===== config.mk =====
export PLATFORM = sky130hd
export DESIGN_NAME = range_frame_parser_crc8
export DESIGN_NICKNAME = d
export VERILOG_FILES = /design/src/design/rfp_pkg.sv /design/src/design/rfp_front.sv /design/src/design/rfp_queue.sv /design/src/design/rfp_back.sv /design/src/design/range_frame_parser_crc8.sv
export SDC_FILE = /design/constraint.sdc
export NUM_CORES = 1
export LEC_CHECK = 0
export CAP_MARGIN = 20
export CELL_PAD_IN_SITES_DETAIL_PLACEMENT = 0
export CELL_PAD_IN_SITES_GLOBAL_PLACEMENT = 1
export CORE_ASPECT_RATIO = 1.4
export CORE_MARGIN = 1
export CORE_UTILIZATION = 57
export DETAILED_ROUTE_END_ITERATION = 16
export DONT_BUFFER_PORTS = 1
export PLACE_DENSITY_LB_ADDON = 0.1
export SKIP_CTS_REPAIR_TIMING = 1
export SYNTH_ARGS = -nofsm -noshare
export SYNTH_HDL_FRONTEND = slang
export SYNTH_SLANG_ARGS = --single-unit

===== constraint.sdc =====
create_clock -name clk -period 16.9 [get_ports clk]
set_input_delay 0.845 -clock clk [delete_from_list [all_inputs] [get_ports clk]]
set_output_delay 0.845 -clock clk [all_outputs]
set_load 0.05 [all_outputs]

===== src/design/rfp_pkg.sv =====
// Shared types, constants and CRC helper for the range frame parser.
`default_nettype none
package rfp_pkg;

	localparam logic [7:0] SYNC_BYTE = 8'h54;

	localparam int FILL_W = 5;
	localparam logic [FILL_W-1:0] STORE_DEPTH  = 5'd19;
	localparam logic [FILL_W-1:0] CRC_LAST_IDX = 5'd17;
	localparam logic [FILL_W-1:0] FIRST_DATA   = 5'd1;

	localparam int PAYLOAD_BYTES = 16;
	localparam int PAYLOAD_OFS   = 2;
	localparam int MAX_SENSORS   = 8;
	localparam int SENSOR_W      = 3;
	localparam int RANGE_W       = 15;
	localparam int SEQ_W         = 32;
	localparam int POLY_W        = 8;

	localparam int CFG_IDX_W  = 2;
	localparam int CFG_DATA_W = 15;
	localparam logic [CFG_IDX_W-1:0] CFG_CRC_POLY = 2'd0;
	localparam logic [CFG_IDX_W-1:0] CFG_MIN_MM   = 2'd1;
	localparam logic [CFG_IDX_W-1:0] CFG_MAX_MM   = 2'd2;

	localparam logic [POLY_W-1:0]  POLY_RESET = 8'h07;
	localparam logic [RANGE_W-1:0] MIN_RESET  = 15'd200;
	localparam logic [RANGE_W-1:0] MAX_RESET  = 15'd14000;

	localparam int QUEUE_DEPTH = 2;
	localparam int QPTR_W      = $clog2(QUEUE_DEPTH);
	localparam int QCNT_W      = $clog2(QUEUE_DEPTH + 1);

	typedef logic [PAYLOAD_BYTES-1:0][7:0] frame_t;

	typedef enum logic [1:0] {
		FRONT_FILL,
		FRONT_CHECK,
		FRONT_PUSH
	} front_state_t;

	function automatic logic [7:0] crc8_byte(input logic [7:0] crc, input logic [7:0] data,
		input logic [POLY_W-1:0] poly);
		logic [7:0] c;
		c = crc ^ data;
		for (int b = 0; b < 8; b++) begin
			if (c[7]) begin
				c = {c[6:0], 1'b0} ^ poly;
			end else begin
				c = {c[6:0], 1'b0};
			end
		end
		return c;
	endfunction

endpackage
`default_nettype wire


===== src/design/rfp_front.sv =====
// Front end: byte intake, frame store and CRC check of a completed frame.
`default_nettype none
module rfp_front (
	input  wire logic                       clk,
	input  wire logic                       arst_n,
	input  wire logic [rfp_pkg::POLY_W-1:0] crc_poly,
	input  wire logic                       rx_valid,
	output logic                            rx_ready,
	input  wire logic [7:0]                 rx_byte,
	output logic                            push_valid,
	input  wire logic                       push_ready,
	output rfp_pkg::frame_t                 push_frame
);
	import rfp_pkg::*;

	front_state_t      state_q, state_d;
	logic [FILL_W-1:0] fill_q;
	logic [7:0]        store_q [1:STORE_DEPTH-1];
	logic [7:0]        crc_q;
	logic [7:0]        crc_d;
	logic [FILL_W-1:0] idx_q;
	logic              accept;
	logic              is_sync;
	logic              full;
	logic              store_word;
	logic              start_check;

	assign accept      = rx_valid && rx_ready;
	assign is_sync     = rx_byte == SYNC_BYTE;
	assign full        = fill_q == STORE_DEPTH;
	assign store_word  = accept && !is_sync && !full;
	assign start_check = accept && is_sync && full;
	assign crc_d       = crc8_byte(crc_q, store_q[idx_q], crc_poly);

	always_ff @(posedge clk or negedge arst_n) begin
		if (!arst_n) begin
			state_q <= FRONT_FILL;
		end else begin
			state_q <= state_d;
		end
	end

	always_comb begin
		state_d    = state_q;
		rx_ready   = 1'b0;
		push_valid = 1'b0;
		case (state_q)
			FRONT_FILL: begin
				rx_ready = 1'b1;
				if (start_check) begin
					state_d = FRONT_CHECK;
				end
			end
			FRONT_CHECK: begin
				if (idx_q == CRC_LAST_IDX) begin
					state_d = (crc_d == store_q[STORE_DEPTH-1]) ? FRONT_PUSH : FRONT_FILL;
				end
			end
			FRONT_PUSH: begin
				push_valid = 1'b1;
				if (push_ready) begin
					state_d = FRONT_FILL;
				end
			end
			default: begin
				state_d = FRONT_FILL;
			end
		endcase
	end

	// restart on sync, overflow or a byte that completes nothing
	always_ff @(posedge clk or negedge arst_n) begin
		if (!arst_n) begin
			fill_q <= FIRST_DATA;
		end else if (store_word) begin
			fill_q <= fill_q + FIRST_DATA;
		end else if (accept) begin
			fill_q <= FIRST_DATA;
		end
	end

	always_ff @(posedge clk) begin
		if (store_word) begin
			store_q[fill_q] <= rx_byte;
		end
		if (start_check) begin
			crc_q <= crc8_byte(8'h00, SYNC_BYTE, crc_poly);
			idx_q <= FIRST_DATA;
		end else if (state_q == FRONT_CHECK) begin
			crc_q <= crc_d;
			idx_q <= idx_q + FIRST_DATA;
		end
	end

	for (genvar k = 0; k < PAYLOAD_BYTES; k++) begin : g_payload
		assign push_frame[k] = store_q[k+PAYLOAD_OFS];
	end

endmodule
`default_nettype wire


===== src/design/rfp_queue.sv =====
// Short frame queue between the front end and the result generator.
`default_nettype none
module rfp_queue (
	input  wire logic            clk,
	input  wire logic            arst_n,
	input  wire logic            push_valid,
	output logic                 push_ready,
	input  wire rfp_pkg::frame_t push_frame,
	output logic                 pop_valid,
	input  wire logic            pop_ready,
	output rfp_pkg::frame_t      pop_frame
);
	import rfp_pkg::*;

	frame_t            entries_q [QUEUE_DEPTH];
	logic [QPTR_W-1:0] wr_q;
	logic [QPTR_W-1:0] rd_q;
	logic [QCNT_W-1:0] count_q;
	logic              do_push;
	logic              do_pop;

	assign push_ready = count_q != QCNT_W'(QUEUE_DEPTH);
	assign pop_valid  = count_q != '0;
	assign pop_frame  = entries_q[rd_q];
	assign do_push    = push_valid && push_ready;
	assign do_pop     = pop_valid && pop_ready;

	always_ff @(posedge clk or negedge arst_n) begin
		if (!arst_n) begin
			wr_q    <= '0;
			rd_q    <= '0;
			count_q <= '0;
		end else begin
			if (do_push) begin
				wr_q <= wr_q + QPTR_W'(1);
			end
			if (do_pop) begin
				rd_q <= rd_q + QPTR_W'(1);
			end
			if (do_push && !do_pop) begin
				count_q <= count_q + QCNT_W'(1);
			end else if (do_pop && !do_push) begin
				count_q <= count_q - QCNT_W'(1);
			end
		end
	end

	always_ff @(posedge clk) begin
		if (do_push) begin
			entries_q[wr_q] <= push_frame;
		end
	end

endmodule
`default_nettype wire


===== src/design/rfp_back.sv =====
// Back end: per-sensor range extraction, clamping and sequence numbering.
`default_nettype none
module rfp_back #(
	parameter int NUM_SENSORS = 8
) (
	input  wire logic                        clk,
	input  wire logic                        arst_n,
	input  wire logic                        pop_valid,
	output logic                             pop_ready,
	input  wire rfp_pkg::frame_t             pop_frame,
	input  wire logic [rfp_pkg::RANGE_W-1:0] min_range_mm,
	input  wire logic [rfp_pkg::RANGE_W-1:0] max_range_mm,
	output logic                             range_valid,
	input  wire logic                        range_ready,
	output logic [rfp_pkg::SENSOR_W-1:0]     sensor_index,
	output logic [rfp_pkg::RANGE_W-1:0]      range_mm,
	output logic [rfp_pkg::SEQ_W-1:0]        seq_number,
	output logic                             last
);
	import rfp_pkg::*;

	localparam logic [SENSOR_W-1:0] LAST_IDX = SENSOR_W'(NUM_SENSORS - 1);

	logic [SENSOR_W-1:0] idx_q;
	logic [SEQ_W-1:0]    seq_q;
	logic                out_valid_q;
	logic [SENSOR_W-1:0] index_q;
	logic [RANGE_W-1:0]  range_q;
	logic [SEQ_W-1:0]    seq_out_q;
	logic                last_q;
	logic                load;
	logic                at_last;
	logic signed [15:0]  value;
	logic signed [15:0]  min_s;
	logic signed [15:0]  max_s;
	logic [RANGE_W-1:0]  clamped;

	assign at_last   = idx_q == LAST_IDX;
	assign load      = pop_valid && (!out_valid_q || range_ready);
	assign pop_ready = load && at_last;

	assign value = $signed({pop_frame[{idx_q, 1'b0}], pop_frame[{idx_q, 1'b1}]});
	assign min_s = $signed({1'b0, min_range_mm});
	assign max_s = $signed({1'b0, max_range_mm});

	always_comb begin
		if (value < min_s) begin
			clamped = min_range_mm;
		end else if (value > max_s) begin
			clamped = max_range_mm;
		end else begin
			clamped = value[RANGE_W-1:0];
		end
	end

	always_ff @(posedge clk or negedge arst_n) begin
		if (!arst_n) begin
			idx_q       <= '0;
			seq_q       <= '0;
			out_valid_q <= 1'b0;
		end else begin
			if (load) begin
				idx_q       <= at_last ? '0 : idx_q + SENSOR_W'(1);
				seq_q       <= seq_q + SEQ_W'(1);
				out_valid_q <= 1'b1;
			end else if (range_ready) begin
				out_valid_q <= 1'b0;
			end
		end
	end

	always_ff @(posedge clk) begin
		if (load) begin
			index_q   <= idx_q;
			range_q   <= clamped;
			seq_out_q <= seq_q;
			last_q    <= at_last;
		end
	end

	assign range_valid  = out_valid_q;
	assign sensor_index = index_q;
	assign range_mm     = range_q;
	assign seq_number   = seq_out_q;
	assign last         = last_q;

endmodule
`default_nettype wire


===== src/design/range_frame_parser_crc8.sv =====
// Top level of the CRC-8 checked serial range frame parser.
// Takes one received byte per word on the rx channel and assembles frames that open
// with the sync byte 0x54. Ordinary bytes are taken one per cycle. A sync byte that
// closes a full 19-byte frame starts the CRC-8 check: byte 0 is folded in at the accepting
// edge, then bytes 1..17 one per cycle through the front end's CRC unit. rx_ready stays
// low after that sync byte until the check ends, and a passing frame also holds it low
// until it is pushed, longer if the frame queue is full. A passing frame goes to a
// two-frame queue, and the back end emits NUM_SENSORS clamped ranges from it on the range
// channel, one per cycle while range_ready is high. Configuration writes through
// cfg_we/cfg_index/cfg_data take effect at once; indexes beyond the register list are ignored.
`default_nettype none
module range_frame_parser_crc8 #(
	parameter int NUM_SENSORS = 8
) (
	input  wire logic                           clk,
	input  wire logic                           arst_n,
	input  wire logic                           cfg_we,
	input  wire logic [rfp_pkg::CFG_IDX_W-1:0]  cfg_index,
	input  wire logic [rfp_pkg::CFG_DATA_W-1:0] cfg_data,
	input  wire logic                           rx_valid,
	output logic                                rx_ready,
	input  wire logic [7:0]                     rx_byte,
	output logic                                range_valid,
	input  wire logic                           range_ready,
	output logic [rfp_pkg::SENSOR_W-1:0]        sensor_index,
	output logic [rfp_pkg::RANGE_W-1:0]         range_mm,
	output logic [rfp_pkg::SEQ_W-1:0]           seq_number,
	output logic                                last
);
	import rfp_pkg::*;

	logic [POLY_W-1:0]  crc_poly_q;
	logic [RANGE_W-1:0] min_range_q;
	logic [RANGE_W-1:0] max_range_q;
	logic               push_valid;
	logic               push_ready;
	frame_t             push_frame;
	logic               pop_valid;
	logic               pop_ready;
	frame_t             pop_frame;

	always_ff @(posedge clk or negedge arst_n) begin
		if (!arst_n) begin
			crc_poly_q  <= POLY_RESET;
			min_range_q <= MIN_RESET;
			max_range_q <= MAX_RESET;
		end else if (cfg_we) begin
			case (cfg_index)
				CFG_CRC_POLY: crc_poly_q  <= cfg_data[POLY_W-1:0];
				CFG_MIN_MM:   min_range_q <= cfg_data[RANGE_W-1:0];
				CFG_MAX_MM:   max_range_q <= cfg_data[RANGE_W-1:0];
				default: begin
				end
			endcase
		end
	end

	rfp_front u_front (
		.clk        (clk),
		.arst_n     (arst_n),
		.crc_poly   (crc_poly_q),
		.rx_valid   (rx_valid),
		.rx_ready   (rx_ready),
		.rx_byte    (rx_byte),
		.push_valid (push_valid),
		.push_ready (push_ready),
		.push_frame (push_frame)
	);

	rfp_queue u_queue (
		.clk        (clk),
		.arst_n     (arst_n),
		.push_valid (push_valid),
		.push_ready (push_ready),
		.push_frame (push_frame),
		.pop_valid  (pop_valid),
		.pop_ready  (pop_ready),
		.pop_frame  (pop_frame)
	);

	rfp_back #(
		.NUM_SENSORS (NUM_SENSORS)
	) u_back (
		.clk          (clk),
		.arst_n       (arst_n),
		.pop_valid    (pop_valid),
		.pop_ready    (pop_ready),
		.pop_frame    (pop_frame),
		.min_range_mm (min_range_q),
		.max_range_mm (max_range_q),
		.range_valid  (range_valid),
		.range_ready  (range_ready),
		.sensor_index (sensor_index),
		.range_mm     (range_mm),
		.seq_number   (seq_number),
		.last         (last)
	);

`ifndef SYNTHESIS
	a_last_idx: assert property (@(posedge clk) disable iff (!arst_n)
		range_valid |-> (last == (sensor_index == SENSOR_W'(NUM_SENSORS - 1))))
		else $error("last flag does not match final sensor index");

	a_seq_step: assert property (@(posedge clk) disable iff (!arst_n)
		range_valid && range_ready |=> !range_valid || seq_number == $past(seq_number) + 1)
		else $error("sequence number skipped or repeated");

	a_frame_start: assert property (@(posedge clk) disable iff (!arst_n)
		range_valid && range_ready && last |=> !range_valid || sensor_index == '0)
		else $error("new frame does not start at sensor zero");
`endif

endmodule
`default_nettype wire

## Word level (Yosys, flattened, before mapping)

Memory sizes are Yosys's and may differ from the RTL's. A register that Yosys moved wholly into a read port is not among the register bits.
Cells that the tools add are included.

| cells by class | value |
|---|---|
| add/subtract/negate cells | 8 |
| order comparisons | 4 |
| eq/ne operators | 13 |
| multiplexer cells | 50 |
| bitwise logic cells | 16 |
| reductions and logical operators | 28 |

Operator list:

| cell | number |
|---|---|
| $mux 8 | 26 |
| $xor 8x8->8 | 16 |
| $bmux 8 s3 | 2 |
| $add 32x1->32 const B | 1 |
| $mux 15 | 2 |
| $mux 5 | 4 |
| $gt 16x16->1 | 1 |
| $lt 16x16->1 | 1 |
| $mux 2 | 6 |
| $logic_and 1x1->1 | 11 |
| $add 5x1->5 const B | 2 |
| $eq 5x5->1 const B | 2 |
| $lt 4x5->1 const B | 2 |
| $reduce_bool 2->1 | 5 |
| $eq 8x7->1 const B | 1 |
| $eq 8x8->1 | 1 |
| $mux 1 | 8 |
| $ne 2x1->1 const B | 3 |
| $pmux 2 s3 | 1 |
| $reduce_and 2->1 | 3 |
| $logic_not 1->1 | 5 |
| $eq 2x1->1 const B | 2 |
| $eq 2x2->1 const B | 2 |
| $logic_not 2->1 | 2 |
| other kinds (9) | 10 |

| word-level totals | value |
|---|---|
| register bits | 149 |
| RAM bits | 400 |
| bits of input ports | 30 |
| word-level logic and storage cells | 138 |
| memories | 2 |

Memories:

| memory | words | bits a word | read ports | clocked after memory_dff | write ports | line | text |
|---|---|---|---|---|---|---|---|
| u_queue.entries_q | 2 | 128 | 1 | 0 | 1 | rfp_queue.sv:15 | `frame_t entries_q [QUEUE_DEPTH];` |
| u_front.store_q | 18 | 8 | 18 | 1 | 1 | rfp_front.sv:18 | `logic [7:0] store_q [1:STORE_DEPTH-1];` |

## Depth between registers and ports, before layout

Gate-level depths: netlist (run 1).

| depth | value |
|---|---|
| depth after elaboration | 27 |
| gate-level depth with buffers | 26 |

## Cells and area by module

From an unflattened synthesis (run 1), not the netlist that was laid out.

| unflattened totals | value |
|---|---|
| cell total of the unflattened synthesis | 1907 |
| area total of the unflattened synthesis | 30131.4 µm² |

By module, submodules not included:

| module | instances | cells an instance | area each (µm²) | sequential area each (µm²) |
|---|---|---|---|---|
| rfp_front | 1 | 959 | 13700.6 | 8304.2 |
| rfp_queue | 1 | 416 | 9474.1 | 7787.5 |
| rfp_back | 1 | 451 | 5499.0 | 2432.3 |
| range_frame_parser_crc8 | 1 | 81 | 1457.6 | 967.2 |

## Least setup slack after synthesis (run 1)

No wires, ideal clock.

| timing path | value |
|---|---|
| path kind | reg2reg |
| start point | reg u_queue.count_q[1] |
| end point | mem u_queue.entries_q[0][0] (netlist bit), enable pin |
| arrival | 6.569 ns |
| data required time | 16.268 ns |
| setup slack | 9.699 ns |
| stages on the path, launching flop included | 4 |
| path buffers | 0 |
| period minus slack after synthesis | 7.201 ns |
| cells stage by stage | dfrtp_1 nor2b_1 nor3b_1 nor2b_1 |

| on the way | value |
|---|---|
| cells in the longest elaborated chain, start to end | 4 |

RTL lines:

| element | line | text |
|---|---|---|
| start, declared | rfp_queue.sv:18 | `logic [QCNT_W-1:0] count_q;` |
| start signal, assigned | rfp_queue.sv:41 | `count_q <= count_q + QCNT_W'(1);` |
| start signal, assigned | rfp_queue.sv:43 | `count_q <= count_q - QCNT_W'(1);` |
| $ne 2x2->1 | rfp_queue.sv:22 | `assign push_ready = count_q != QCNT_W'(QUEUE_DEPTH);` |
| $logic_and 1x1->1 | rfp_queue.sv:25 | `assign do_push = push_valid && push_ready;` |
| via u_queue.do_push | rfp_queue.sv:19 | `logic do_push;` |
| $mux 1 | rfp_queue.sv:49 | `if (do_push) begin` |
| $mux 1 (implied by the code) | rfp_queue.sv:50 | `entries_q[wr_q] <= push_frame;` |
| end, declared | rfp_queue.sv:15 |  |

The timed path passes the listed nets, and every way through them passes these cells.

==> impl_metrics.prom, run 1 <==
# TYPE chip_impl_metric gauge
chip_impl_info{name="outcome",value="complete, no violations"} 1
chip_impl_metric{name="clock_path_buffers",unit=""} 3
chip_impl_metric{name="core",unit="um^2"} 49880
chip_impl_metric{name="clock_latency",unit="ps"} 650
chip_impl_metric{name="groute.usage.overall",unit=""} 0.2676
chip_impl_metric{name="cellPowerDensity",unit="nW/um^2"} 149.6
chip_impl_metric{name="critical_path.max_fanout",unit=""} 53
chip_impl_metric{name="hold_slack",unit="ps"} 59.08
chip_impl_metric{name="gp_congestion",unit=""} 0.8783
chip_impl_metric{name="timing.critical_path.arrival",unit="ps"} 8260
chip_impl_metric{name="antenna_violating_nets_post_route",unit=""} 0
chip_impl_metric{name="final.setup_skew",unit="ps"} 32.22
chip_impl_metric{name="num_antenna_cells",unit=""} 0
chip_impl_info{name="path_class",value="reg2reg"} 1
chip_impl_metric{name="cp_num_buf_inv",unit=""} 1
chip_impl_metric{name="critical_path_max_stage_delay",unit="ps"} 800
chip_impl_info{name="timing.critical_path.to_type",value="flip-flop"} 1
chip_impl_metric{name="synth.mux.area_fraction",unit=""} 0.1424
chip_impl_metric{name="ys_types",unit=""} 82
chip_impl_metric{name="detail_route.iter0.violations",unit=""} 1231
chip_impl_info{name="grt_setup_unrepaired",value="no"} 1
chip_impl_metric{name="start_util",unit=""} 0.5760
chip_impl_metric{name="final.period_utilization",unit=""} 0.4573
chip_impl_metric{name="dp.final_hpwl",unit="mm"} 43.61
chip_impl_metric{name="grt_antenna_before_repair",unit=""} 0
chip_impl_metric{name="post_synth_and_or_nand_nor_area_fraction",unit=""} 0.05797
chip_impl_metric{name="die_area",unit="um^2"} 51320
chip_impl_metric{name="timing.setup.tns",unit="ps"} 0
chip_impl_info{name="worstPathCellList",value="buf_4 -> mux2i_1 -> a22oi_1 -> a21oi_1 -> nor4_4 -> xor2_2 -> nor4_1 -> or4_4 -> o21ai_1 -> a21oi_1 -> nor4b_2 -> o22a_4 -> mux2i_4 -> xnor2_2 -> xnor2_1 -> o311ai_1 -> a221oi_1 -> o21ai_1 -> nand4b_1 -> o31ai_1"} 1
chip_impl_metric{name="average_size_of_a_mapped_cell",unit="um^2"} 16.54
chip_impl_metric{name="timing.max_slew.rel_slack",unit=""} 0.2427
chip_impl_metric{name="clock_sink_count",unit=""} 666
chip_impl_metric{name="worstMarginPinSlew",unit="ps"} 1135
chip_impl_metric{name="num_vias",unit=""} 15320
chip_impl_metric{name="global_route_wire_length_before_repair",unit="mm"} 98.68
chip_impl_metric{name="layout-drive-gt1-share",unit=""} 0.1922
chip_impl_metric{name="fp.dieH",unit="um"} 267.6
chip_impl_metric{name="worst_setup_hold_path_clk_slew",unit="ps"} 70
chip_impl_metric{name="drt-total-wl",unit="mm"} 67.39
chip_impl_metric{name="max_slew_vio_count",unit=""} 0
chip_impl_metric{name="finalHoldViolations",unit=""} 0
chip_impl_metric{name="place_area",unit="um^2"} 29450
chip_impl_metric{name="post_drt_wl_per_cell",unit="um"} 27.53
chip_impl_info{name="critical_path.top_delay_family",value="compound AO/OA/AOI/OAI gates"} 1
chip_impl_metric{name="worstPathRequired",unit="ps"} 17430
chip_impl_info{name="cpMaxStageDelayCell",value="sky130_fd_sc_hd__buf_4"} 1
chip_impl_metric{name="postLayoutSetupSlackWorst",unit="ps"} 9172
chip_impl_metric{name="num-nets-final",unit=""} 1822
chip_impl_info{name="synth_top_family_by_area",value="multiplexers"} 1
chip_impl_metric{name="power.ir.vdd_worst",unit="mV"} 0.1333
chip_impl_metric{name="yosys_register_bits",unit=""} 666
chip_impl_metric{name="fillCellCount",unit=""} 3563
chip_impl_metric{name="synth-xor-area-share",unit=""} 0.03989
chip_impl_metric{name="core.rowCount",unit=""} 97
chip_impl_metric{name="grt_max_degree",unit=""} 86
chip_impl_metric{name="cts.htree.levels",unit=""} 2
chip_impl_metric{name="postLayoutCellArea",unit="um^2"} 31620
chip_impl_info{name="cts_tree",value="done"} 1
chip_impl_metric{name="pre_cts_slack",unit="ps"} 9174
chip_impl_metric{name="total_power",unit="mW"} 4.729
chip_impl_metric{name="leakagePower",unit="nW"} 11.10
chip_impl_metric{name="maxCapViolCount",unit=""} 0
chip_impl_metric{name="post-place-cells",unit=""} 2332
chip_impl_metric{name="async_reset_ff_frac",unit=""} 0.1276
chip_impl_metric{name="port-buffer-count",unit=""} 0
chip_impl_info{name="clock-root-buffer",value="sky130_fd_sc_hd__clkbuf_16"} 1
chip_impl_metric{name="final.min_clock_period",unit="ps"} 7728
chip_impl_metric{name="synth_fa_ha_area_frac",unit=""} 0.01698
chip_impl_info{name="hold_path_class",value="in2async"} 1
chip_impl_metric{name="final-instance-count-excl-fill",unit=""} 2448
chip_impl_metric{name="drt_first_pass_iters",unit=""} 6
chip_impl_metric{name="synth-compound-area-share",unit=""} 0.04468
chip_impl_metric{name="die_w",unit="um"} 191.7
chip_impl_metric{name="fmaxAchievable",unit="GHz"} 0.1294
chip_impl_metric{name="synth_instances",unit=""} 1737
chip_impl_info{name="timing.critical_path.from_type",value="flip-flop"} 1
chip_impl_metric{name="netlist_area",unit="um^2"} 28730
chip_impl_metric{name="vias_in_the_first_global_route",unit=""} 15290
chip_impl_metric{name="viasPerCell",unit=""} 6.260
chip_impl_metric{name="setup_viol",unit=""} 0
chip_impl_metric{name="drc",unit=""} 0
chip_impl_metric{name="yosysSeqAreaShare",unit=""} 0.6784
chip_impl_metric{name="yosysWarningCount",unit=""} 0
chip_impl_metric{name="cts_bufs_inserted",unit=""} 61
chip_impl_metric{name="area_growth",unit="%"} 10.04
chip_impl_info{name="synth_flop_type",value="sky130_fd_sc_hd__edfxtp_1"} 1
chip_impl_metric{name="grt-ovfl-total",unit=""} 0
chip_impl_metric{name="floorplan.io_pins",unit=""} 83
chip_impl_metric{name="synth_enable_flop_cells",unit=""} 571
chip_impl_metric{name="fin_util",unit=""} 0.6338
-- layer usage --
layer	track usage	vias to the layer above	part of all wire
met4	0.09867	0	0.035
met3	0.03433	126	0.053
met2	0.4680	532	0.53
met1	0.3401	7916	0.39
li1	-	6750	-
met5	0	-	0
-- state kept, by name, indices dropped and copies added, names as in the netlist, named ones only --
signal               cells
u_queue.entries_q      256
u_back.seq_number       32
u_front.crc_q            8
u_front.state_q          2
u_back.seq_q            32
u_queue.rd_q             1
u_back.sensor_index      3
u_back.range_mm         15
u_front.store_q        256
u_back.range_valid       1
u_queue.count_q          2
u_back.idx_q             3
crc_poly_q               8
u_queue.wr_q             1
u_front.fill_q           5
min_range_q             15
max_range_q             15
u_front.idx_q            5
u_back.last              1
-- cells by family (layout without fill, tap and decap cells) --
family	after synthesis	count (layout)
buf+inv	128	189
other cells	1	8
compound gates	199	199
fa+ha+maj	39	39
simple gates	346	346
mux	242	242
xor+xnor	116	116
flops	666	666
-- area by class of cell --
type	instances	area [um^2]	share of cell area
multi-input cells	950	8760	0.2771
well taps	643	804.5	0.02545
flip-flops and latches	666	19500	0.6169
inverters	46	172.7	0.005461
clock buffers	70	1560	0.04935
repair buffers	28	237.7	0.007519
clock inverters	45	576.8	0.01824
-- synth_stat cells, types with 3 or more instances --
cell | instances | area share
sky130_fd_sc_hd__a32oi_1 | 3 | 0.00091
sky130_fd_sc_hd__mux2i_1 | 70 | 0.024
sky130_fd_sc_hd__xnor2_2 | 4 | 0.0023
sky130_fd_sc_hd__mux4_2 | 128 | 0.10
sky130_fd_sc_hd__o221ai_1 | 3 | 0.00091
sky130_fd_sc_hd__nand2b_1 | 15 | 0.0033
sky130_fd_sc_hd__o21ai_0 | 44 | 0.0077
sky130_fd_sc_hd__a22oi_1 | 26 | 0.0068
sky130_fd_sc_hd__nor3_1 | 10 | 0.0017
sky130_fd_sc_hd__buf_4 | 5 | 0.0013
sky130_fd_sc_hd__clkbuf_1 | 42 | 0.0055
sky130_fd_sc_hd__edfxtp_1 | 571 | 0.60
sky130_fd_sc_hd__dfstp_2 | 14 | 0.013
sky130_fd_sc_hd__buf_2 | 6 | 0.0010
sky130_fd_sc_hd__o41ai_1 | 3 | 0.00091
sky130_fd_sc_hd__xor2_1 | 33 | 0.010
sky130_fd_sc_hd__o31ai_1 | 4 | 0.0010
sky130_fd_sc_hd__xnor2_1 | 71 | 0.022
sky130_fd_sc_hd__dfrtp_1 | 71 | 0.062
sky130_fd_sc_hd__buf_1 | 22 | 0.0029
sky130_fd_sc_hd__a31oi_1 | 3 | 0.00065
sky130_fd_sc_hd__buf_6 | 5 | 0.0020
sky130_fd_sc_hd__inv_1 | 44 | 0.0057
sky130_fd_sc_hd__xnor3_1 | 4 | 0.0031
sky130_fd_sc_hd__nor2b_1 | 15 | 0.0033
sky130_fd_sc_hd__nor4_1 | 6 | 0.0013
sky130_fd_sc_hd__o22ai_1 | 5 | 0.0011
sky130_fd_sc_hd__nand3_1 | 21 | 0.0037
sky130_fd_sc_hd__a21o_1 | 7 | 0.0018
sky130_fd_sc_hd__a211oi_1 | 7 | 0.0018
sky130_fd_sc_hd__nand3b_1 | 6 | 0.0016
sky130_fd_sc_hd__o21ai_1 | 5 | 0.00087
sky130_fd_sc_hd__a21oi_1 | 58 | 0.010
sky130_fd_sc_hd__and3_1 | 8 | 0.0017
sky130_fd_sc_hd__or3_1 | 4 | 0.00087
sky130_fd_sc_hd__mux2_2 | 43 | 0.017
sky130_fd_sc_hd__nand4_1 | 16 | 0.0035
sky130_fd_sc_hd__dfxtp_1 | 10 | 0.0070
sky130_fd_sc_hd__nand2_1 | 118 | 0.015
sky130_fd_sc_hd__ha_1 | 39 | 0.017
sky130_fd_sc_hd__o211ai_1 | 7 | 0.0018
sky130_fd_sc_hd__nor2_1 | 96 | 0.013
sky130_fd_sc_hd__and2_1 | 11 | 0.0024
sky130_fd_sc_hd__and4_1 | 5 | 0.0015
-- path summary, 6_finish.rpt --
path / to / cells after the start / slack [ps] / from
max: u_front.state_q[1] / 20 / 9170 / flip-flop
min: max_range_q[12] / 0 / 60 / arst_n
max reg2reg: u_front.state_q[1] / 20 / 9170 / flip-flop
min reg2reg: u_queue.entries_q[1][29] / 0 / 460 / u_front.store_q[5][5]
max in group asynchronous: u_front.fill_q[4] / 1 / 16430 / arst_n
min in group clk: u_front.store_q[9][0] / 0 / 290 / rx_byte[0]
-- power by group --
part,total [mW],switching (mW),internal (mW)
logic,1.22,0.704,0.516
clock network,1.46,0.606,0.849
registers,2.05,0.142,1.91
-- worst reg2reg max path, cell delays in order (launching register included) --
cell,delay (ps)
sky130_fd_sc_hd__dfxtp_4,670
sky130_fd_sc_hd__buf_4,820
sky130_fd_sc_hd__mux2i_1,220
sky130_fd_sc_hd__a22oi_1,240
sky130_fd_sc_hd__a21oi_1,150
sky130_fd_sc_hd__nor4_4,460
sky130_fd_sc_hd__xor2_2,650
sky130_fd_sc_hd__nor4_1,120
sky130_fd_sc_hd__or4_4,520
sky130_fd_sc_hd__o21ai_1,640
sky130_fd_sc_hd__a21oi_1,210
sky130_fd_sc_hd__nor4b_2,470
sky130_fd_sc_hd__o22a_4,270
sky130_fd_sc_hd__mux2i_4,250
sky130_fd_sc_hd__xnor2_2,120
sky130_fd_sc_hd__xnor2_1,770
sky130_fd_sc_hd__o311ai_1,210
sky130_fd_sc_hd__a221oi_1,310
sky130_fd_sc_hd__o21ai_1,100
sky130_fd_sc_hd__nand4b_1,190
sky130_fd_sc_hd__o31ai_1,250
-- cell usage in the layout (no fill, tap or decap), types with 15 or more instances in the layout --
cell / count
sky130_fd_sc_hd__mux2_2: 43
sky130_fd_sc_hd__mux2i_1: 70
sky130_fd_sc_hd__ha_1: 39
sky130_fd_sc_hd__a21oi_1: 57
sky130_fd_sc_hd__nor2_1: 84
sky130_fd_sc_hd__a22oi_1: 26
sky130_fd_sc_hd__edfxtp_1: 571
sky130_fd_sc_hd__buf_4: 26
sky130_fd_sc_hd__nand4_1: 16
sky130_fd_sc_hd__nand3_1: 21
sky130_fd_sc_hd__o21ai_0: 44
sky130_fd_sc_hd__xor2_1: 33
sky130_fd_sc_hd__xnor2_1: 71
sky130_fd_sc_hd__clkinv_1: 15
sky130_fd_sc_hd__nand2b_1: 15
sky130_fd_sc_hd__inv_1: 44
sky130_fd_sc_hd__dfrtp_1: 69
sky130_fd_sc_hd__clkbuf_16: 61
sky130_fd_sc_hd__nand2_1: 118
sky130_fd_sc_hd__mux4_2: 128
Power figures use the tool's default switching activity.
==> run 2: changes to the inputs <==
CORE_UTILIZATION = 50   (was 57)
clock period = 6.7 ns   (was 16.9 ns; I/O delays follow)
==> run 2 against run 1 <==
  * Maximum frequency rose by 24%
  * Via count barely moved
  * Routed wire length rose by 3.3%
  * Clock-buffer cell count rose by 9
  * Critical path type unchanged
  * Largest power group unchanged
==> impl_metrics.prom, run 2 (synthesis results as in run 1) <==
# TYPE chip_impl_metric gauge
chip_impl_metric{name="gp_congestion",unit=""} 0.8579
chip_impl_metric{name="die_w",unit="um"} 204.6
chip_impl_metric{name="timing.max_slew.rel_slack",unit=""} 0.1789
chip_impl_info{name="timing.critical_path.to_type",value="flip-flop"} 1
chip_impl_metric{name="final.min_clock_period",unit="ps"} 6252
chip_impl_metric{name="max_slew_vio_count",unit=""} 0
chip_impl_metric{name="cts_bufs_inserted",unit=""} 67
chip_impl_metric{name="clock_path_buffers",unit=""} 3
chip_impl_metric{name="crit_cells",unit=""} 19
chip_impl_metric{name="rrSetupSlack",unit="ps"} 450
chip_impl_info{name="mostFrequentLayoutCell",value="sky130_fd_sc_hd__edfxtp_1"} 1
chip_impl_metric{name="hold_slack",unit="ps"} 18.05
chip_impl_info{name="clock-root-buffer",value="sky130_fd_sc_hd__clkbuf_16"} 1
chip_impl_metric{name="setup_viol",unit=""} 0
chip_impl_metric{name="power.ir.vdd_worst",unit="mV"} 0.2509
chip_impl_metric{name="drc",unit=""} 0
chip_impl_metric{name="antenna_violating_nets_post_route",unit=""} 0
chip_impl_metric{name="final.setup_skew",unit="ps"} 25.15
chip_impl_metric{name="pwr-share-seq",unit=""} 0.428
chip_impl_metric{name="post-place-cells",unit=""} 2448
chip_impl_metric{name="port-buffer-count",unit=""} 0
chip_impl_metric{name="power_switching_share",unit=""} 0.3106
chip_impl_metric{name="maxCapViolCount",unit=""} 0
chip_impl_metric{name="timing.critical_path.arrival",unit="ps"} 6750
chip_impl_metric{name="grt-ovfl-total",unit=""} 0
chip_impl_metric{name="cts.htree.levels",unit=""} 3
chip_impl_info{name="timing.critical_path.from_type",value="flip-flop"} 1
chip_impl_metric{name="start_util",unit=""} 0.5078
chip_impl_metric{name="post_drt_wl_per_cell",unit="um"} 26.83
chip_impl_metric{name="clock_latency",unit="ps"} 610
chip_impl_metric{name="worstPathRequired",unit="ps"} 7200
chip_impl_metric{name="viasPerCell",unit=""} 5.908
chip_impl_metric{name="core.rowCount",unit=""} 103
chip_impl_metric{name="leakagePower",unit="nW"} 11.43
chip_impl_metric{name="vias_in_the_first_global_route",unit=""} 15360
chip_impl_metric{name="drt_first_pass_iters",unit=""} 5
chip_impl_metric{name="die_area",unit="um^2"} 58440
chip_impl_metric{name="num-nets-final",unit=""} 1879
chip_impl_metric{name="final-instance-count-excl-fill",unit=""} 2595
chip_impl_metric{name="multi_input_comb_area",unit="um^2"} 8776
chip_impl_metric{name="register_cell_area_after_layout",unit="um^2"} 19500
chip_impl_metric{name="worst_setup_hold_path_clk_slew",unit="ps"} 70
chip_impl_metric{name="final.period_utilization",unit=""} 0.9331
chip_impl_metric{name="finalHoldViolations",unit=""} 0
chip_impl_metric{name="area_growth",unit="%"} 12.66
chip_impl_metric{name="num_antenna_cells",unit=""} 0
chip_impl_metric{name="fmaxAchievable",unit="GHz"} 0.1600
chip_impl_metric{name="worstMarginPinSlew",unit="ps"} 1230
chip_impl_metric{name="fillCellCount",unit=""} 4330
chip_impl_info{name="cts_tree",value="done"} 1
chip_impl_metric{name="internal_power",unit="mW"} 8.366
chip_impl_metric{name="drt-total-wl",unit="mm"} 69.62
chip_impl_metric{name="share_comb_of_total_power",unit=""} 0.262
chip_impl_metric{name="grt_antenna_before_repair",unit=""} 0
chip_impl_metric{name="groute.usage.overall",unit=""} 0.2399
chip_impl_info{name="leading_registers_by_flop_count",value="u_front.store_q: 256 flops, u_queue.entries_q: 256 flops"} 1
chip_impl_info{name="path_class",value="reg2reg"} 1
chip_impl_info{name="cpMaxStageDelayCell",value="sky130_fd_sc_hd__dfxtp_4"} 1
chip_impl_metric{name="fp.dieH",unit="um"} 285.6
chip_impl_info{name="outcome",value="complete, no violations"} 1
chip_impl_info{name="worstPathCellList",value="and2_1 -> a22oi_1 -> a211oi_2 -> nor4_4 -> xnor2_2 -> a211oi_1 -> or4_4 -> or3_4 -> a221o_1 -> and3_4 -> o21a_1 -> o32ai_2 -> xor2_2 -> nand2_1 -> xnor2_1 -> xor3_1 -> nor2_1 -> nand4b_1 -> o31ai_1"} 1
chip_impl_info{name="most_used_cells_in_the_layout_excluding_fill_and_tap_cells",value="571 x sky130_fd_sc_hd__edfxtp_1, 128 x sky130_fd_sc_hd__mux4_2, 118 x sky130_fd_sc_hd__nand2_1"} 1
chip_impl_metric{name="critical_path.max_fanout",unit=""} 21
chip_impl_info{name="cp-endpoint",value="u_front.state_q[1]"} 1
chip_impl_metric{name="dp.final_hpwl",unit="mm"} 46.70
chip_impl_metric{name="global_route_wire_length_before_repair",unit="mm"} 101.3
chip_impl_metric{name="num_vias",unit=""} 15330
chip_impl_metric{name="pwr-share-clk",unit=""} 0.309
chip_impl_info{name="hold_path_class",value="in2reg"} 1
chip_impl_info{name="critical_path.top_delay_family",value="simple AND/OR/NAND/NOR gates"} 1
chip_impl_metric{name="critical_path_max_stage_delay",unit="ps"} 600
chip_impl_metric{name="floorplan.io_pins",unit=""} 83
chip_impl_metric{name="p_sw",unit="mW"} 3.770
chip_impl_metric{name="clock_sink_count",unit=""} 666
chip_impl_metric{name="detail_route.iter0.violations",unit=""} 1254
chip_impl_metric{name="core",unit="um^2"} 56580
chip_impl_metric{name="grt_max_degree",unit=""} 86
chip_impl_metric{name="reg2regPathDepth",unit=""} 19
chip_impl_metric{name="layout-drive-gt1-share",unit=""} 0.2118
chip_impl_metric{name="cellPowerDensity",unit="nW/um^2"} 374.9
chip_impl_metric{name="cp_num_buf_inv",unit=""} 0
chip_impl_info{name="r2r-end",value="u_front.state_q[1]"} 1
-- run 2: changes by cell type in the layout (fill, tap and decap cells not counted), moves of 2 or more --
cell / before / now
sky130_fd_sc_hd__buf_4: 26 / 48
sky130_fd_sc_hd__clkbuf_16: 61 / 68
sky130_fd_sc_hd__clkinv_1: 15 / 9
sky130_fd_sc_hd__clkinv_4: 0 / 4
sky130_fd_sc_hd__clkbuf_8: 0 / 3
sky130_fd_sc_hd__inv_6: 2 / 4
sky130_fd_sc_hd__buf_12: 0 / 9
sky130_fd_sc_hd__dlygate4sd3_1: 0 / 19
sky130_fd_sc_hd__bufinv_16: 12 / 7
sky130_fd_sc_hd__clkinv_16: 2 / 0
-- run 2: worst min path at each step --
stage | startpoint | to | slack (ps) | cells past startpoint
finish | rx_byte[2] | u_front.store_q[6][2] | 20 | 1
global route | rx_byte[2] | u_front.store_q[6][2] | 7 | 1
CTS | arst_n | u_back.seq_q[4] | -620 | 0
detailed placement | arst_n | u_back.seq_q[13] | 40 | 0
global placement | arst_n | u_back.seq_q[15] | 40 | 0
floorplan | arst_n | crc_poly_q[3] | 40 | 0
-- run 2: power by group through the flow --
stage | Clock [mW] | Combinational, mW | Sequential, mW
detailed placement | 0 | 3.10 | 5.29
global route | 3.98 | 3.47 | 5.22
global placement | 0 | 3.08 | 5.28
finish | 3.76 | 3.18 | 5.20
floorplan | 0 | 2.49 | 5.14
CTS | 3.84 | 3.12 | 5.20
-- run 2: layout make-up --
type,instances,share of cell area
inverter,46,0.005334
sequential,666,0.6026
clock inverter,40,0.01345
clock buffer,79,0.05477
tap,735,0.02841
multi-input combinational,950,0.2711
timing repair buffer,79,0.02435
-- run 2: routing by layer --
metal / wire, um / up-vias / global-route usage / part of all wire
met5: 0 / - / 0 / 0
met4: 2031 / 0 / 0.07892 / 0.029
met3: 2649 / 82 / 0.03190 / 0.038
met2: 36730 / 385 / 0.4231 / 0.53
met1: 28210 / 7994 / 0.3039 / 0.41
li1: - / 6869 / - / -
-- run 2: through the flow --
stage / instance area, um^2 / worst slack (ps) / utilization / power [mW] / setup TNS, ps
2_1_floorplan: 28760 / 817.1 / - / 7.631 / 0
3_3_place_gp: 29750 / 286.0 / 0.5258 / 8.352 / 0
3_5_place_dp: 29780 / 131.7 / 0.5263 / 8.386 / 0
4_1_cts: 31980 / 96.30 / 0.5653 / 12.17 / 0
5_1_grt: 32370 / -14.67 / 0.5721 / 12.68 / -14.67
6_report: 32370 / 448.2 / 0.5721 / 12.14 / 0
==> run 3: changes to the inputs <==
CTS_BUF_LIST = sky130_fd_sc_hd__clkbuf_8 sky130_fd_sc_hd__clkbuf_16   (was not set)
==> run 3 against run 2 <==
  * Sequential power barely moved
  * Largest power group unchanged
  * Largest cell class unchanged
  * Setup slack improved by 9.7 ps
  * Final cell count is the same
  * Highest routed layer unchanged
  * Utilization is the same
  * Non-clock buffer count unchanged
  * Clock skew shrank 0.95 ps
  * Hold slack gained 1.3 ps
==> impl_metrics.prom, run 3 (synthesis results as in run 1) <==
# TYPE chip_impl_metric gauge
chip_impl_metric{name="core",unit="um^2"} 56580
chip_impl_metric{name="post_drt_wl_per_cell",unit="um"} 26.79
chip_impl_metric{name="final-instance-count-excl-fill",unit=""} 2595
chip_impl_info{name="hold_path.startpoint",value="rx_byte[2]"} 1
chip_impl_info{name="cts_tree",value="done"} 1
chip_impl_metric{name="num-nets-final",unit=""} 1879
chip_impl_metric{name="cts.htree.levels",unit=""} 3
chip_impl_metric{name="clock_path_buffers",unit=""} 3
chip_impl_metric{name="cellPowerDensity",unit="nW/um^2"} 374.3
chip_impl_metric{name="worstPathRequired",unit="ps"} 7200
chip_impl_metric{name="p_sw",unit="mW"} 3.764
chip_impl_metric{name="die_w",unit="um"} 204.6
chip_impl_metric{name="leakagePower",unit="nW"} 11.46
chip_impl_info{name="cpMaxStageDelayCell",value="sky130_fd_sc_hd__dfxtp_4"} 1
chip_impl_metric{name="groute.usage.overall",unit=""} 0.2399
chip_impl_metric{name="layout-drive-gt1-share",unit=""} 0.2118
chip_impl_info{name="worstPathCellList",value="and2_1 -> a22oi_1 -> a211oi_2 -> nor4_4 -> xnor2_2 -> a211oi_1 -> or4_4 -> or3_4 -> a221o_1 -> and3_4 -> o21a_1 -> o32ai_2 -> xor2_2 -> nand2_1 -> xnor2_1 -> xor3_1 -> nor2_1 -> nand4b_1 -> o31ai_1"} 1
chip_impl_info{name="most_used_cells_in_the_layout_excluding_fill_and_tap_cells",value="571 x sky130_fd_sc_hd__edfxtp_1, 128 x sky130_fd_sc_hd__mux4_2, 118 x sky130_fd_sc_hd__nand2_1"} 1
chip_impl_metric{name="detail_route.iter0.violations",unit=""} 1238
chip_impl_metric{name="power_switching_share",unit=""} 0.3106
chip_impl_info{name="outcome",value="complete, no violations"} 1
chip_impl_info{name="path_class",value="reg2reg"} 1
chip_impl_metric{name="num_antenna_cells",unit=""} 0
chip_impl_metric{name="worst_setup_hold_path_clk_slew",unit="ps"} 70
chip_impl_metric{name="pwr-share-clk",unit=""} 0.309
chip_impl_metric{name="global_route_wire_length_before_repair",unit="mm"} 101.3
chip_impl_metric{name="drt-total-wl",unit="mm"} 69.53
chip_impl_metric{name="final.min_clock_period",unit="ps"} 6242
chip_impl_metric{name="gp_congestion",unit=""} 0.8579
chip_impl_metric{name="die_area",unit="um^2"} 58440
chip_impl_metric{name="floorplan.io_pins",unit=""} 83
chip_impl_metric{name="critical_path.max_fanout",unit=""} 21
chip_impl_metric{name="area_growth",unit="%"} 12.66
chip_impl_metric{name="fmaxAchievable",unit="GHz"} 0.1602
chip_impl_metric{name="maxCapViolCount",unit=""} 0
chip_impl_metric{name="clock_latency",unit="ps"} 610
chip_impl_info{name="hold_path_class",value="in2reg"} 1
chip_impl_metric{name="post-place-cells",unit=""} 2448
chip_impl_metric{name="finalHoldViolations",unit=""} 0
chip_impl_metric{name="final.period_utilization",unit=""} 0.9317
chip_impl_metric{name="clock_sink_count",unit=""} 666
chip_impl_metric{name="grt_max_degree",unit=""} 86
chip_impl_metric{name="pwr-share-seq",unit=""} 0.429
chip_impl_metric{name="core.rowCount",unit=""} 103
chip_impl_metric{name="timing.setup.tns",unit="ps"} 0
chip_impl_metric{name="setup_viol",unit=""} 0
chip_impl_metric{name="timing.critical_path.arrival",unit="ps"} 6750
chip_impl_metric{name="port-buffer-count",unit=""} 0
chip_impl_metric{name="antenna_violating_nets_post_route",unit=""} 0
chip_impl_info{name="timing.critical_path.from_type",value="flip-flop"} 1
chip_impl_metric{name="worstMarginPinSlew",unit="ps"} 1245
chip_impl_metric{name="timing.max_slew.rel_slack",unit=""} 0.1688
chip_impl_info{name="critical_path.top_delay_family",value="simple AND/OR/NAND/NOR gates"} 1
chip_impl_metric{name="grt_antenna_before_repair",unit=""} 0
chip_impl_metric{name="cts_bufs_inserted",unit=""} 67
chip_impl_info{name="timing.critical_path.to_type",value="flip-flop"} 1
chip_impl_metric{name="drc",unit=""} 0
chip_impl_metric{name="final.setup_skew",unit="ps"} 24.20
chip_impl_info{name="clock-root-buffer",value="sky130_fd_sc_hd__clkbuf_16"} 1
chip_impl_info{name="mostFrequentLayoutCell",value="sky130_fd_sc_hd__edfxtp_1"} 1
chip_impl_metric{name="share_comb_of_total_power",unit=""} 0.262
chip_impl_metric{name="rrSetupSlack",unit="ps"} 460
chip_impl_metric{name="viasPerCell",unit=""} 5.917
chip_impl_metric{name="num_vias",unit=""} 15360
chip_impl_metric{name="cp_num_buf_inv",unit=""} 0
chip_impl_metric{name="dp.final_hpwl",unit="mm"} 46.70
chip_impl_info{name="leading_registers_by_flop_count",value="u_front.store_q: 256 flops, u_queue.entries_q: 256 flops"} 1
chip_impl_metric{name="fp.dieH",unit="um"} 285.6
chip_impl_metric{name="drt_first_pass_iters",unit=""} 5
chip_impl_metric{name="power.ir.vdd_worst",unit="mV"} 0.2512
chip_impl_metric{name="grt-ovfl-total",unit=""} 0
chip_impl_metric{name="max_slew_vio_count",unit=""} 0
chip_impl_metric{name="critical_path_max_stage_delay",unit="ps"} 590
chip_impl_metric{name="total_power",unit="mW"} 12.12
chip_impl_metric{name="internal_power",unit="mW"} 8.354
chip_impl_metric{name="start_util",unit=""} 0.5078
chip_impl_metric{name="vias_in_the_first_global_route",unit=""} 15360
[run 3: changes by cell type in the layout (fill, tap and decap cells not counted)]
cell	change
sky130_fd_sc_hd__inv_1	+8
sky130_fd_sc_hd__clkbuf_1	-8
[run 3: metrics by stage]
stage	instance area [um^2]	hold slack, ps	util	worst slack [ps]
2_1_floorplan	28760	39.41	-	817.1
3_3_place_gp	29750	42.49	0.5258	286.0
3_5_place_dp	29780	42.22	0.5263	131.7
4_1_cts	31980	-621.0	0.5653	96.30
5_1_grt	32370	7.293	0.5721	-14.67
6_report	32370	19.39	0.5721	457.9
[run 3: worst register-to-register path, stage by stage, from the launching register on]
cell                       delay, ps
sky130_fd_sc_hd__dfxtp_4         590
sky130_fd_sc_hd__and2_1          380
sky130_fd_sc_hd__a22oi_1         160
sky130_fd_sc_hd__a211oi_2        310
sky130_fd_sc_hd__nor4_4          110
sky130_fd_sc_hd__xnor2_2         500
sky130_fd_sc_hd__a211oi_1        100
sky130_fd_sc_hd__or4_4           580
sky130_fd_sc_hd__or3_4           420
sky130_fd_sc_hd__a221o_1         400
sky130_fd_sc_hd__and3_4          200
sky130_fd_sc_hd__o21a_1          200
sky130_fd_sc_hd__o32ai_2         310
sky130_fd_sc_hd__xor2_2          460
sky130_fd_sc_hd__nand2_1         130
sky130_fd_sc_hd__xnor2_1         400
sky130_fd_sc_hd__xor3_1          390
sky130_fd_sc_hd__nor2_1          140
sky130_fd_sc_hd__nand4b_1        100
sky130_fd_sc_hd__o31ai_1         240
[run 3: cell type report]
class | count | area, um^2
clock buffers | 71 | 1743
clock inverters | 48 | 465.4
fillers | 4330 | 24210
inverters | 46 | 172.7
multi-input cells | 950 | 8776
flip-flops and latches | 666 | 19500
well taps | 735 | 919.6
repair buffers | 79 | 788.3
[run 3: path summary, 6_finish.rpt]
check,to,depth (start not counted)
setup / recovery,u_front.state_q[1],19
hold / removal,u_front.store_q[6][2],1
setup reg to reg,u_front.state_q[1],19
hold reg to reg,u_queue.entries_q[1][73],0
max in group asynchronous,u_front.fill_q[0],2
min in group asynchronous,u_back.seq_q[20],2
[run 3: layer usage]
metal / global-route usage / share of wire / wire (um) / up-vias
met2: 0.4231 / 0.53 / 36670 / 418
met5: 0 / 0 / 0 / -
met4: 0.07892 / 0.030 / 2100 / 0
li1: - / - / - / 6863
met3: 0.03190 / 0.040 / 2782 / 89
met1: 0.3039 / 0.40 / 27970 / 7985
[run 3: power by group through the flow]
| stage | clock network (mW) | logic (mW) | registers, mW |
|---|---|---|---|
| 6_report | 3.75 | 3.17 | 5.20 |
| 5_1_grt | 3.97 | 3.47 | 5.22 |
| 4_1_cts | 3.83 | 3.12 | 5.20 |
| 3_5_place_dp | 0 | 3.10 | 5.29 |
| 3_3_place_gp | 0 | 3.08 | 5.28 |
| 2_1_floorplan | 0 | 2.49 | 5.14 |
